`src/design/lffm_pkg.sv`:
```
// shared types and constants for the line follower fault monitor
// event kinds, fault codes, register indexes and the command word that
// travels from the front to the back; no dependencies
package lffm_pkg;

	// default datapath widths
	localparam int POSITION_WIDTH_DEF = 16;
	localparam int SPEED_WIDTH_DEF    = 16;

	// configuration port
	localparam int CFG_INDEX_W = 8;
	localparam int CFG_DATA_W  = 16;

	// register widths
	localparam int LOST_W    = 15;
	localparam int FROZEN_W  = 16;
	localparam int RPM_W     = 15;
	localparam int TIMEOUT_W = 16;
	localparam int ELAPSED_W = 16;

	// register indexes
	localparam logic [CFG_INDEX_W-1:0] REG_LOST_THRESHOLD = 8'd0;
	localparam logic [CFG_INDEX_W-1:0] REG_FROZEN_LIMIT   = 8'd1;
	localparam logic [CFG_INDEX_W-1:0] REG_MAX_RPM        = 8'd2;
	localparam logic [CFG_INDEX_W-1:0] REG_TIMEOUT_LIMIT  = 8'd3;

	// register reset values
	localparam logic [LOST_W-1:0]    LOST_THRESHOLD_RST = 15'd4096;
	localparam logic [FROZEN_W-1:0]  FROZEN_LIMIT_RST   = 16'd10;
	localparam logic [RPM_W-1:0]     MAX_RPM_RST        = 15'd3000;
	localparam logic [TIMEOUT_W-1:0] TIMEOUT_LIMIT_RST  = 16'd500;

	// frozen run counter
	localparam int                  RUN_W   = 17;
	localparam logic [RUN_W-1:0]    RUN_MAX = 17'h1FFFF;

	// command queue
	localparam int QUEUE_DEPTH = 2;
	localparam int QPTR_W      = $clog2(QUEUE_DEPTH);
	localparam int QCNT_W      = $clog2(QUEUE_DEPTH + 1);

	typedef enum logic [1:0] {
		MODE_UPDATE  = 2'd0,
		MODE_TIMEOUT = 2'd1,
		MODE_ESTOP   = 2'd2,
		MODE_CLEAR   = 2'd3
	} mode_t;

	typedef enum logic [2:0] {
		FAULT_NONE      = 3'd0,
		FAULT_ESTOP     = 3'd1,
		FAULT_DROPOUT   = 3'd2,
		FAULT_LINE_LOST = 3'd3,
		FAULT_MOTOR_SAT = 3'd4,
		FAULT_TIMEOUT   = 3'd5
	} fault_code_t;

	// classified event: threshold checks already resolved by the front
	typedef struct packed {
		mode_t mode;
		logic  detect;
		logic  lost;
		logic  sat;
		logic  timeout;
		logic  level;
	} lffm_cmd_t;

	// queue occupancy as seen by the neighbors
	typedef struct packed {
		logic              full;
		logic              empty;
		logic [QCNT_W-1:0] count;
	} lffm_q_status_t;

endpackage

```
`src/design/line_follow_fault_monitor.sv`:
```
// top level of the line follower fault monitor
// configuration registers, front, command queue and back; uses lffm_pkg

// Sticky fault monitor for a line follower. Each transfer on the input
// channel is one event (update, timeout check, e-stop level, clear) and
// gives exactly one result: the fault flag, fault code and e-stop latch as
// they stand after that event. One event is taken per clock cycle while
// in_ready is high; a result passes the front stage, the two-entry command
// queue and the result register, in that order, and back-pressure on the
// output stalls the chain. Registers are written through the
// configuration channel, which is always ready; indexes beyond the
// register list are ignored and unused high data bits are dropped.
module line_follow_fault_monitor #(
	parameter int POSITION_WIDTH = lffm_pkg::POSITION_WIDTH_DEF,
	parameter int SPEED_WIDTH    = lffm_pkg::SPEED_WIDTH_DEF
) (
	input  logic                              clk,
	input  logic                              arst_n,
	input  logic                              cfg_valid,
	output logic                              cfg_ready,
	input  logic [lffm_pkg::CFG_INDEX_W-1:0]  cfg_index,
	input  logic [lffm_pkg::CFG_DATA_W-1:0]   cfg_data,
	input  logic                              in_valid,
	output logic                              in_ready,
	input  logic [1:0]                        mode,
	input  logic signed [POSITION_WIDTH-1:0]  track_pos,
	input  logic                              track_detect,
	input  logic signed [SPEED_WIDTH-1:0]     left_rpm,
	input  logic signed [SPEED_WIDTH-1:0]     right_rpm,
	input  logic [lffm_pkg::ELAPSED_W-1:0]    elapsed_ms,
	input  logic                              estop_level,
	output logic                              out_valid,
	input  logic                              out_ready,
	output logic                              has_fault,
	output logic [2:0]                        fault_code,
	output logic                              estop_active
);
	import lffm_pkg::*;

	localparam int QW = $bits(lffm_cmd_t) + POSITION_WIDTH;

	logic [LOST_W-1:0]    lost_threshold_q;
	logic [FROZEN_W-1:0]  frozen_limit_q;
	logic [RPM_W-1:0]     max_rpm_q;
	logic [TIMEOUT_W-1:0] timeout_limit_q;

	logic                      push_valid;
	logic                      push_ready;
	lffm_cmd_t                 push_cmd;
	logic [POSITION_WIDTH-1:0] push_pos;
	logic                      pop_valid;
	logic                      pop_ready;
	logic [QW-1:0]             pop_data;
	lffm_cmd_t                 pop_cmd;
	logic [POSITION_WIDTH-1:0] pop_pos;
	lffm_q_status_t            q_status;

	// configuration registers
	assign cfg_ready = 1'b1;

	always_ff @(posedge clk or negedge arst_n) begin
		if (!arst_n) begin
			lost_threshold_q <= LOST_THRESHOLD_RST;
			frozen_limit_q   <= FROZEN_LIMIT_RST;
			max_rpm_q        <= MAX_RPM_RST;
			timeout_limit_q  <= TIMEOUT_LIMIT_RST;
		end else if (cfg_valid && cfg_ready) begin
			unique case (cfg_index)
				REG_LOST_THRESHOLD: lost_threshold_q <= cfg_data[LOST_W-1:0];
				REG_FROZEN_LIMIT:   frozen_limit_q   <= cfg_data[FROZEN_W-1:0];
				REG_MAX_RPM:        max_rpm_q        <= cfg_data[RPM_W-1:0];
				REG_TIMEOUT_LIMIT:  timeout_limit_q  <= cfg_data[TIMEOUT_W-1:0];
				default: ;
			endcase
		end
	end

	// event intake and classification
	lffm_front #(
		.POSITION_WIDTH (POSITION_WIDTH),
		.SPEED_WIDTH    (SPEED_WIDTH)
	) u_front (
		.clk              (clk),
		.arst_n           (arst_n),
		.in_valid         (in_valid),
		.in_ready         (in_ready),
		.mode             (mode),
		.track_pos        (track_pos),
		.track_detect     (track_detect),
		.left_rpm         (left_rpm),
		.right_rpm        (right_rpm),
		.elapsed_ms       (elapsed_ms),
		.estop_level      (estop_level),
		.lost_threshold   (lost_threshold_q),
		.max_rpm          (max_rpm_q),
		.timeout_limit_ms (timeout_limit_q),
		.push_valid       (push_valid),
		.push_ready       (push_ready),
		.push_cmd         (push_cmd),
		.push_pos         (push_pos)
	);

	// command queue
	lffm_queue #(
		.WIDTH (QW)
	) u_queue (
		.clk        (clk),
		.arst_n     (arst_n),
		.push_valid (push_valid),
		.push_ready (push_ready),
		.push_data  ({push_cmd, push_pos}),
		.pop_valid  (pop_valid),
		.pop_ready  (pop_ready),
		.pop_data   (pop_data),
		.status     (q_status)
	);

	assign pop_cmd = lffm_cmd_t'(pop_data[QW-1:POSITION_WIDTH]);
	assign pop_pos = pop_data[POSITION_WIDTH-1:0];

	// fault state and results
	lffm_back #(
		.POSITION_WIDTH (POSITION_WIDTH)
	) u_back (
		.clk          (clk),
		.arst_n       (arst_n),
		.pop_valid    (pop_valid),
		.pop_ready    (pop_ready),
		.pop_cmd      (pop_cmd),
		.pop_pos      (pop_pos),
		.frozen_limit (frozen_limit_q),
		.out_valid    (out_valid),
		.out_ready    (out_ready),
		.has_fault    (has_fault),
		.fault_code   (fault_code),
		.estop_active (estop_active)
	);

	// a delivered result has a fault code exactly when the fault is set
	a_code_matches_flag: assert property (@(posedge clk) disable iff (!arst_n)
		out_valid |-> (has_fault == (fault_code != FAULT_NONE)))
		else $error("fault code and fault flag disagree");

	// a latched e-stop always comes with a sticky fault
	a_estop_implies_fault: assert property (@(posedge clk) disable iff (!arst_n)
		(out_valid && estop_active) |-> has_fault)
		else $error("e-stop latched without fault");

	// queue fill level stays within its depth and matches its empty flag
	a_queue_level: assert property (@(posedge clk) disable iff (!arst_n)
		(q_status.count <= QCNT_W'(QUEUE_DEPTH)) &&
		(q_status.empty == (q_status.count == '0)))
		else $error("command queue level out of range");

	// the queue never accepts a push while it is full
	a_no_push_when_full: assert property (@(posedge clk) disable iff (!arst_n)
		q_status.full |-> !push_ready)
		else $error("push accepted into a full queue");

endmodule

```
`src/design/lffm_front.sv`:
```
// front of the fault monitor: accepts events and classifies them
// magnitude and threshold compares, one register stage; uses lffm_pkg
module lffm_front #(
	parameter int POSITION_WIDTH = 16,
	parameter int SPEED_WIDTH    = 16
) (
	input  logic                              clk,
	input  logic                              arst_n,
	input  logic                              in_valid,
	output logic                              in_ready,
	input  logic [1:0]                        mode,
	input  logic signed [POSITION_WIDTH-1:0]  track_pos,
	input  logic                              track_detect,
	input  logic signed [SPEED_WIDTH-1:0]     left_rpm,
	input  logic signed [SPEED_WIDTH-1:0]     right_rpm,
	input  logic [lffm_pkg::ELAPSED_W-1:0]    elapsed_ms,
	input  logic                              estop_level,
	input  logic [lffm_pkg::LOST_W-1:0]       lost_threshold,
	input  logic [lffm_pkg::RPM_W-1:0]        max_rpm,
	input  logic [lffm_pkg::TIMEOUT_W-1:0]    timeout_limit_ms,
	output logic                              push_valid,
	input  logic                              push_ready,
	output lffm_pkg::lffm_cmd_t               push_cmd,
	output logic [POSITION_WIDTH-1:0]         push_pos
);
	import lffm_pkg::*;

	localparam int PC = (POSITION_WIDTH > LOST_W) ? POSITION_WIDTH : LOST_W;
	localparam int SC = (SPEED_WIDTH > RPM_W) ? SPEED_WIDTH : RPM_W;

	logic [POSITION_WIDTH-1:0] pos_mag;
	logic [SPEED_WIDTH-1:0]    left_mag;
	logic [SPEED_WIDTH-1:0]    right_mag;
	lffm_cmd_t                 cmd;

	logic                      valid_s1;
	lffm_cmd_t                 cmd_s1;
	logic [POSITION_WIDTH-1:0] pos_s1;

	// exact magnitudes, the most negative value fits unsigned
	always_comb begin
		pos_mag   = track_pos[POSITION_WIDTH-1] ? (~track_pos + 1'b1) : track_pos;
		left_mag  = left_rpm[SPEED_WIDTH-1] ? (~left_rpm + 1'b1) : left_rpm;
		right_mag = right_rpm[SPEED_WIDTH-1] ? (~right_rpm + 1'b1) : right_rpm;
	end

	// classify the event
	always_comb begin
		cmd.mode    = mode_t'(mode);
		cmd.detect  = track_detect;
		cmd.lost    = PC'(pos_mag) > PC'(lost_threshold);
		cmd.sat     = (SC'(left_mag) > SC'(max_rpm)) || (SC'(right_mag) > SC'(max_rpm));
		cmd.timeout = elapsed_ms > timeout_limit_ms;
		cmd.level   = estop_level;
	end

	// stage register, refilled whenever it empties into the queue
	assign in_ready = !valid_s1 || push_ready;

	always_ff @(posedge clk or negedge arst_n) begin
		if (!arst_n) begin
			valid_s1 <= 1'b0;
		end else if (in_ready) begin
			valid_s1 <= in_valid;
		end
	end

	always_ff @(posedge clk) begin
		if (in_valid && in_ready) begin
			cmd_s1 <= cmd;
			pos_s1 <= track_pos;
		end
	end

	assign push_valid = valid_s1;
	assign push_cmd   = cmd_s1;
	assign push_pos   = pos_s1;

endmodule

```
`src/design/lffm_queue.sv`:
```
// short command queue between the front and the back of the fault monitor
// fixed depth from lffm_pkg, payload width as a parameter; uses lffm_pkg
module lffm_queue #(
	parameter int WIDTH = 23
) (
	input  logic                    clk,
	input  logic                    arst_n,
	input  logic                    push_valid,
	output logic                    push_ready,
	input  logic [WIDTH-1:0]        push_data,
	output logic                    pop_valid,
	input  logic                    pop_ready,
	output logic [WIDTH-1:0]        pop_data,
	output lffm_pkg::lffm_q_status_t status
);
	import lffm_pkg::*;

	logic [WIDTH-1:0]  entry_q [QUEUE_DEPTH];
	logic [QPTR_W-1:0] wr_ptr_q;
	logic [QPTR_W-1:0] rd_ptr_q;
	logic [QCNT_W-1:0] count_q;
	logic              push;
	logic              pop;

	assign status.full  = (count_q == QCNT_W'(QUEUE_DEPTH));
	assign status.empty = (count_q == '0);
	assign status.count = count_q;

	assign push_ready = !status.full;
	assign pop_valid  = !status.empty;
	assign pop_data   = entry_q[rd_ptr_q];
	assign push       = push_valid && push_ready;
	assign pop        = pop_valid && pop_ready;

	// pointers and fill level
	always_ff @(posedge clk or negedge arst_n) begin
		if (!arst_n) begin
			wr_ptr_q <= '0;
			rd_ptr_q <= '0;
			count_q  <= '0;
		end else begin
			if (push) begin
				wr_ptr_q <= (wr_ptr_q == QPTR_W'(QUEUE_DEPTH - 1)) ? '0 : wr_ptr_q + 1'b1;
			end
			if (pop) begin
				rd_ptr_q <= (rd_ptr_q == QPTR_W'(QUEUE_DEPTH - 1)) ? '0 : rd_ptr_q + 1'b1;
			end
			if (push && !pop) begin
				count_q <= count_q + 1'b1;
			end else if (pop && !push) begin
				count_q <= count_q - 1'b1;
			end
		end
	end

	// storage
	always_ff @(posedge clk) begin
		if (push) begin
			entry_q[wr_ptr_q] <= push_data;
		end
	end

endmodule

```
`src/design/lffm_back.sv`:
```
// back of the fault monitor: sticky fault state, frozen run counter and
// the result register; takes classified commands; uses lffm_pkg
module lffm_back #(
	parameter int POSITION_WIDTH = 16
) (
	input  logic                           clk,
	input  logic                           arst_n,
	input  logic                           pop_valid,
	output logic                           pop_ready,
	input  lffm_pkg::lffm_cmd_t            pop_cmd,
	input  logic [POSITION_WIDTH-1:0]      pop_pos,
	input  logic [lffm_pkg::FROZEN_W-1:0]  frozen_limit,
	output logic                           out_valid,
	input  logic                           out_ready,
	output logic                           has_fault,
	output logic [2:0]                     fault_code,
	output logic                           estop_active
);
	import lffm_pkg::*;

	logic                      fault_flag_q;
	fault_code_t               fault_kind_q;
	logic                      estop_latch_q;
	logic [POSITION_WIDTH-1:0] last_pos_q;
	logic [RUN_W-1:0]          run_q;

	logic                      fault_flag_d;
	fault_code_t               fault_kind_d;
	logic                      estop_latch_d;
	logic [POSITION_WIDTH-1:0] last_pos_d;
	logic [RUN_W-1:0]          run_d;

	logic                      valid_q;
	logic                      take;

	assign pop_ready = !valid_q || out_ready;
	assign take      = pop_valid && pop_ready;

	// next state for one event, later checks overwrite the code
	always_comb begin
		fault_flag_d  = fault_flag_q;
		fault_kind_d  = fault_kind_q;
		estop_latch_d = estop_latch_q;
		last_pos_d    = last_pos_q;
		run_d         = run_q;
		unique case (pop_cmd.mode)
			MODE_UPDATE: begin
				if (estop_latch_q) begin
					fault_flag_d = 1'b1;
					fault_kind_d = FAULT_ESTOP;
				end else begin
					if (pop_cmd.detect) begin
						if (pop_pos == last_pos_q) begin
							run_d = (run_q == RUN_MAX) ? run_q : run_q + 1'b1;
						end else begin
							run_d = '0;
						end
						last_pos_d = pop_pos;
					end else begin
						run_d = '0;
					end
					if (run_d > RUN_W'(frozen_limit)) begin
						fault_flag_d = 1'b1;
						fault_kind_d = FAULT_DROPOUT;
					end
					if (!pop_cmd.detect || pop_cmd.lost) begin
						fault_flag_d = 1'b1;
						fault_kind_d = FAULT_LINE_LOST;
					end
					if (pop_cmd.sat) begin
						fault_flag_d = 1'b1;
						fault_kind_d = FAULT_MOTOR_SAT;
					end
				end
			end
			MODE_TIMEOUT: begin
				if (estop_latch_q) begin
					fault_flag_d = 1'b1;
					fault_kind_d = FAULT_ESTOP;
				end else if (pop_cmd.timeout) begin
					fault_flag_d = 1'b1;
					fault_kind_d = FAULT_TIMEOUT;
				end
			end
			MODE_ESTOP: begin
				estop_latch_d = pop_cmd.level;
				if (pop_cmd.level) begin
					fault_flag_d = 1'b1;
					fault_kind_d = FAULT_ESTOP;
				end
			end
			MODE_CLEAR: begin
				fault_flag_d  = 1'b0;
				fault_kind_d  = FAULT_NONE;
				estop_latch_d = 1'b0;
				run_d         = '0;
			end
		endcase
	end

	// monitor state
	always_ff @(posedge clk or negedge arst_n) begin
		if (!arst_n) begin
			fault_flag_q  <= 1'b0;
			fault_kind_q  <= FAULT_NONE;
			estop_latch_q <= 1'b0;
			last_pos_q    <= '0;
			run_q         <= '0;
		end else if (take) begin
			fault_flag_q  <= fault_flag_d;
			fault_kind_q  <= fault_kind_d;
			estop_latch_q <= estop_latch_d;
			last_pos_q    <= last_pos_d;
			run_q         <= run_d;
		end
	end

	// result register
	always_ff @(posedge clk or negedge arst_n) begin
		if (!arst_n) begin
			valid_q <= 1'b0;
		end else if (pop_ready) begin
			valid_q <= pop_valid;
		end
	end

	always_ff @(posedge clk) begin
		if (take) begin
			has_fault    <= fault_flag_d;
			fault_code   <= fault_kind_d;
			estop_active <= estop_latch_d;
		end
	end

	assign out_valid = valid_q;

endmodule
```
`config.mk`:
```
export PLATFORM = sky130hd
export DESIGN_NAME = line_follow_fault_monitor
export DESIGN_NICKNAME = d
export VERILOG_FILES = /design/src/design/lffm_pkg.sv /design/src/design/line_follow_fault_monitor.sv /design/src/design/lffm_front.sv /design/src/design/lffm_queue.sv /design/src/design/lffm_back.sv
export SDC_FILE = /design/constraint.sdc
export NUM_CORES = 1
export LEC_CHECK = 0
export BUFFER_PORTS_ARGS = -buffer_cell sky130_fd_sc_hd__clkbuf_2
export CAP_MARGIN = 15
export CORE_UTILIZATION = 45
export CTS_CLUSTER_SIZE = 24
export DETAILED_ROUTE_END_ITERATION = 6
export HOLD_SLACK_MARGIN = 0.08
export PLACE_DENSITY_LB_ADDON = 0.12
export SYNTH_ARGS = -nofsm -noshare
export SYNTH_HDL_FRONTEND = slang
export SYNTH_SLANG_ARGS = --single-unit
```
`constraint.sdc`:
```
create_clock -name clk -period 4.4 [get_ports clk]
set_input_delay 0.44 -clock clk [delete_from_list [all_inputs] [get_ports clk]]
set_output_delay 0.44 -clock clk [all_outputs]
set_load 0.01 [all_outputs]
```
-- Word-level counts from Yosys, hierarchy flattened
Memory sizes are Yosys's and may differ from the RTL's.
Cells that the tools add are included.
Widths: inputs -> output; s select.
- register bits: 134
- memory bits (writable): 46
- bits of input ports: 97
- logic and storage cells: 112
- memories: 1
- memories (name ; depth ; width ; rd ports ; clocked after Yosys merged registers in ; write ports ; RTL line ; text):
    u_queue.entry_q ; 2 ; 23 ; 1 ; 0 ; 1 ; lffm_queue.sv:18 ; logic [WIDTH-1:0] entry_q [QUEUE_DEPTH];
- add/sub/neg operators: 8
- $lt $le $gt $ge: 5
- equality and inequality tests: 10
- mux-type cells: 33
- bitwise logic cells: 4
- reductions and logical operators: 27
- operators by type and width (operator ; count):
    $mux 17 ; 6
    $add 16x1->16 const B ; 3
    $gt 16x15->1 ; 3
    $mux 16 ; 3
    $not 16->16 ; 3
    $pmux 17 s2 ; 1
    $mux 3 ; 7
    $add 17x1->17 const B ; 1
    $eq 17x17->1 const B ; 1
    $gt 17x16->1 ; 1
    $eq 16x16->1 ; 1
    $eq 8x2->1 const B ; 2
    $gt 16x16->1 ; 1
    $pmux 3 s4 ; 1
    $mux 1 ; 11
    $eq 8x1->1 const B ; 1
    $logic_not 8->1 ; 1
    $reduce_and 2->1 ; 4
    $logic_not 1->1 ; 7
    $eq 2x2->1 const B ; 3
    $logic_and 1x1->1 ; 5
    $logic_not 2->1 ; 2
    $logic_or 1x1->1 ; 4
    $mux 2 ; 2
    11 further kinds ; 13

-- Logic depth before layout (Yosys ltp)
- depth in word-level cells: 12
- depth in mapped cells: 18
- gate-level depth less buffers: 15

-- Hierarchy
Synthesis repeated with hierarchy kept, for this count alone.
- cells, all modules: 921
- area total of the unflattened synthesis: 10520.1 um^2
- by module, submodules not included (module ; instances ; cells an instance ; area each (um^2)):
    lffm_front ; 1 ; 351 ; 3079.2
    lffm_back ; 1 ; 341 ; 3055.4
    line_follow_fault_monitor ; 1 ; 137 ; 2408.6
    lffm_queue ; 1 ; 92 ; 1976.9

-- Least setup slack after synthesis
Ideal clock, no wire load.
- path kind: register -> register
- from: register u_queue.rd_ptr_q
- to: register u_back.has_fault (data pin)
- setup time: 269 ps
- arrival time: 3451 ps
- required time: 4131 ps
- slack: 679 ps
- cell stages (with the launch flop): 19
- cell sequence: dfrtp_1 > buf_6 > buf_6 > mux2i_1 > xnor2_1 > nor4_1 > nand3_1 > or2_1 > buf_2 > buf_1 > nor2_1 > ha_1 > a21o_1 > a211o_1 > a221o_1 > o21ai_0 > o211ai_2 > nor2_1 > o21ai_0
- longest elaborated chain between the ends: 12
- elaborated cells between the ends (all ways): 21
- ends and longest elaborated chain (what ; RTL line ; text):
    start: declaration ; lffm_queue.sv:20 ; logic [QPTR_W-1:0] rd_ptr_q;
    start signal: assignment ; lffm_queue.sv:46 ; rd_ptr_q <= (rd_ptr_q == QPTR_W'(QUEUE_DEPTH - 1)) ? '0 : rd_ptr_q + 1'b1;
    $mem_v2 2x23 (*) ; n/a ;
    $eq 16x16->1 ; lffm_back.sv:53 ; if (pop_pos == last_pos_q) begin
    $mux 17 ; lffm_back.sv:53 ;
    $mux 17 ; lffm_back.sv:52 ; if (pop_cmd.detect) begin
    $mux 17 ; lffm_back.sv:48 ; if (estop_latch_q) begin
    $mux 17 ; lffm_back.sv:46 ; unique case (pop_cmd.mode)
    $gt 17x16->1 ; lffm_back.sv:62 ; if (run_d > RUN_W'(frozen_limit)) begin
    $mux 1 ; lffm_back.sv:62 ;
    $mux 1 ; lffm_back.sv:66 ; if (!pop_cmd.detect || pop_cmd.lost) begin
    $mux 1 ; lffm_back.sv:70 ; if (pop_cmd.sat) begin
    $mux 1 ; lffm_back.sv:48 ;
    $pmux 1 s4 (*) ; lffm_back.sv:46 ;
    named net u_back.fault_flag_d ; lffm_back.sv:27 ; logic fault_flag_d;
    end signal: assignment ; lffm_back.sv:129 ; has_fault <= fault_flag_d;
    end: declaration ; lffm_back.sv:15 ; output logic has_fault,
Mark *: on every way through the listed nets, which the timed path passes. The rest lies on a longest branch. The select of a mux whose other input is x is not followed.
A chain may end at the register's enable or synchronous reset.

-- Worst setup path after layout
Same ends and word-level chain as after synthesis.

==> reports/metrics.csv <==
stage,metric,value,unit
outcome,status,"finished, violations left",
outcome,violations,design-rule violations,
layout,fill_cells,1976,
critical_path,worst_path_max_delay_cell,or2_1,
critical_path,crit_buf_inv,2,
critical_path,cp_slowest_stage_delay,360,ps
clock_tree,cts_buffers,17,
sta,finalClockSkew,9.80,ps
die,core,22000,µm²
logic_synthesis,synth_compound_area_share,11.8,%
layout,layout-drive-gt1-share,21.3,%
critical_path,r2r-end,u_back.has_fault$_DFFE_PP_,
placed_design,dp_cells,1315,
die,rows,54,
worst_hold_path,holdPathEnd,u_front.push_cmd[4]$_DFFE_PP_,
critical_path,path_class,reg2reg,
logic_synthesis,synth_warnings,0,
route,drt-initial-drc-count,420,
layout,syn_to_final_growth,13.8,%
sta,slew_violations,0,
die,start_util,46.2,%
critical_path,cpLargestDelayFamily,compound AO/OA/AOI/OAI gates,
power,p_per_area,458,nW/µm²
critical_path,r2r_slack,290,ps
clock_tree,clkTransAtPathRegs,70,ps
logic_synthesis,synth.distinct_cells,62,
global_route,grt_pass1_vias,7188,
route,vias,7241,
power,total_power,5310,µW
die,io_pins,105,
power,irDropWorstVdd,0.282,mV
die,die_w,152,µm
layout,layout.nets,1234,
sta,fin_crit,4110,ps
route,antenna_left,0,
placed_design,gp_congestion,0.848,
worst_hold_path,hp-class,in2reg,
power,p_leak,0.00492,µW
route,wire_per_inst,16.9,µm
die,die_area,23200,µm²
logic_synthesis,async_flop_share,58.9,%
sta,setup_violations,0,
critical_path,cp.depth,16,
route,vias_per_cell,5.37,
layout,finalNonFillerCells,1348,
sta,slew_headroom,41.8,%
logic_synthesis,ys_seq_area_share,48.1,%
clock_tree,cts_sinks,180,
clock_tree,clock_latency,430,ps
placed_design,pre_cts_ws,210,ps
critical_path,crit_path_start,u_queue.rd_ptr_q$_DFFE_PN0P_,
sta,fin_crit_sh,93.5,%
critical_path,reg2reg_depth,16,
global_route,grt_pass1_wl,37600,µm
logic_synthesis,synth_area,10200,µm²
placed_design,placed_area,11000,µm²
layout,antenna_cells,0,
sta,finalHoldViolCount,0,
global_route,grt-ovfl-total,0,
logic_synthesis,synth_top_cell_area_share,22.1,%
sta,rsz0062_at_grt,no,
logic_synthesis,ys.flop_type,dfrtp_1,
critical_path,rr_startpoint,u_queue.rd_ptr_q$_DFFE_PN0P_,
critical_path,cp-start-kind,flop,
critical_path,crit_path_end_kind,flop,
clock_tree,cts_setup_buffers,0,
global_route,track_usage,20.8,%
logic_synthesis,synth_nets,1122,
placed_design,dp_hpwl,17500,µm
clock_tree,htree_levels,4,
logic_synthesis,synthMuxAreaShare,7.75,%
worst_hold_path,min_from,track_detect,
logic_synthesis,synth_fa_ha_area_share,10.1,%
route,dr.pass1.iters,6,
sta,fmax,243,MHz
die,die_h,152,µm
critical_path,crit_path_max_fanout,15,
global_route,antenna_found_initial,0,
critical_path,cp.arrival,4280,ps
sta,finalWorstSetupSlack,287,ps
logic_synthesis,synthTopCellsByArea,"dfrtp_1 22%, edfxtp_1 22%, ha_1 10%",
logic_synthesis,ys_ff_latch,180,
route,wl,22700,µm
run,max_cap_viol_count,0,
logic_synthesis,syn_inst,943,
critical_path,worstPathRequired,4560,ps
worst_hold_path,hold_path_depth,1,
route,drc,4,
logic_synthesis,synth.avg_cell_area,10.8,µm²
logic_synthesis,synth_xor_area_share,6.28,%
clock_tree,cts_tree,built,
logic_synthesis,synth_most_common_cell,dfrtp_1,
placed_design,io_buffers,103,
critical_path,worst_path_most_repeated_cell,nor2_1,
logic_synthesis,synth_area_leader_cell,dfrtp_1,
critical_path,critical_path.cell_chain,"buf_4, mux2i_1, xnor2_1, nor4_1, nand3_1, or2_1, buf_4, nor2_1, ha_1, a211oi_1, nor2_1, o31a_1, o21ai_1, o211ai_2, nor2_1, o21ai_0",
sta,setup_tns,0,ps
logic_synthesis,synthTopCellsByCount,"90 x dfrtp_1, 84 x nand2_1, 82 x ha_1",
layout,final_area,11600,µm²
logic_synthesis,synthSimpleGateAreaFrac,11.9,%
clock_tree,clock_path_buffers,2,
logic_synthesis,synth_top_family_by_area,simple AND/OR/NAND/NOR gates,
clock_tree,cts_root_buf,clkbuf_16,
logic_synthesis,synth_edf_count,74,
sta,tightest_slew,870,ps
global_route,grt_max_degree,39,
-- cell type report --
type                       instances  area [µm²]  share of cell area [%]
timing repair buffer             117         626                    5.40
multi-input combinational        664        4880                    42.1
clock buffer                      17         425                    3.67
tap                              280         350                    3.03
inverter                          75         282                    2.43
clock inverter                    15         121                    1.05
sequential                       180        4890                    42.3
-- metal layers --
metal  vias to the layer above  wire length [µm]  GRT usage (%)
met5                         -                 0              0
met4                         0               650           8.79
met3                        43               819           2.96
met2                       152             10800           35.1
met1                      3427             10400           26.7
li1                       3619                 -              -
-- through the flow --
stage	hold WS, ps	utilization, %
finish	181	52.6
global route	168	52.6
CTS	161	52.6
detailed placement	431	50.0
global placement	423	50.0
floorplan	144	-
-- state kept, by name, indices dropped and copies added (netlist names), 2 cells and up --
signal	count
u_queue.entry_q	46
u_back.run_q	17
frozen_limit_q	16
timeout_limit_q	16
u_back.last_pos_q	16
u_front.push_pos	16
lost_threshold_q	15
max_rpm_q	15
u_front.push_cmd	7
u_back.fault_code	3
u_back.fault_kind_q	3
u_queue.count_q	2
-- power by group --
part	switching [µW]	internal, µW
Clock	682	737
Combinational	928	625
Sequential	175	2160
-- worst max-delay path by stage --
stage	end	slack, ps
after floorplan	u_back.has_fault$_DFFE_PP_	680
after global placement	u_back.has_fault$_DFFE_PP_	310
after detailed placement	u_back.has_fault$_DFFE_PP_	210
after CTS	u_back.has_fault$_DFFE_PP_	140
after global routing	u_back.has_fault$_DFFE_PP_	20
final	u_back.has_fault$_DFFE_PP_	290
-- cell usage in the layout, fill, tap and decap left out, drive strengths merged, types with 5 or more instances in the layout --
master / count
clkinv: 7
buf: 14
dfstp: 16
clkbuf: 119
a41oi: 5
ha: 82
nand3b: 5
and3: 8
nand4: 17
o41ai: 5
edfxtp: 74
inv: 81
o21ai: 52
a211oi: 7
mux2: 51
xnor2: 63
dfrtp: 90
a31oi: 7
a21oi: 47
nor2: 58
xor2: 10
nor3: 12
mux2i: 21
a21o: 13
o21a: 6
o211ai: 10
nand3: 23
nor2b: 5
nand2: 84
nand2b: 10
o31ai: 15
a22o: 6
nor4: 9
-- logic make-up after synthesis --
family,count (synthesis)
flip-flops,180
multiplexers,72
buffers and inverters,99
AO/OA/AOI/OAI,187
adder cells (fa/ha/maj),82
other,1
XOR/XNOR,73
AND/OR/NAND/NOR,249
-- timing repair --
action                                  in CTS  in global routing
endpoints found under the hold margin       35                  0
hold buffers                                 1                  0
endpoints found under the setup margin       0                  3
gates resized for setup                      0                  1
Note: power is estimated with default switching activity, not from simulation.
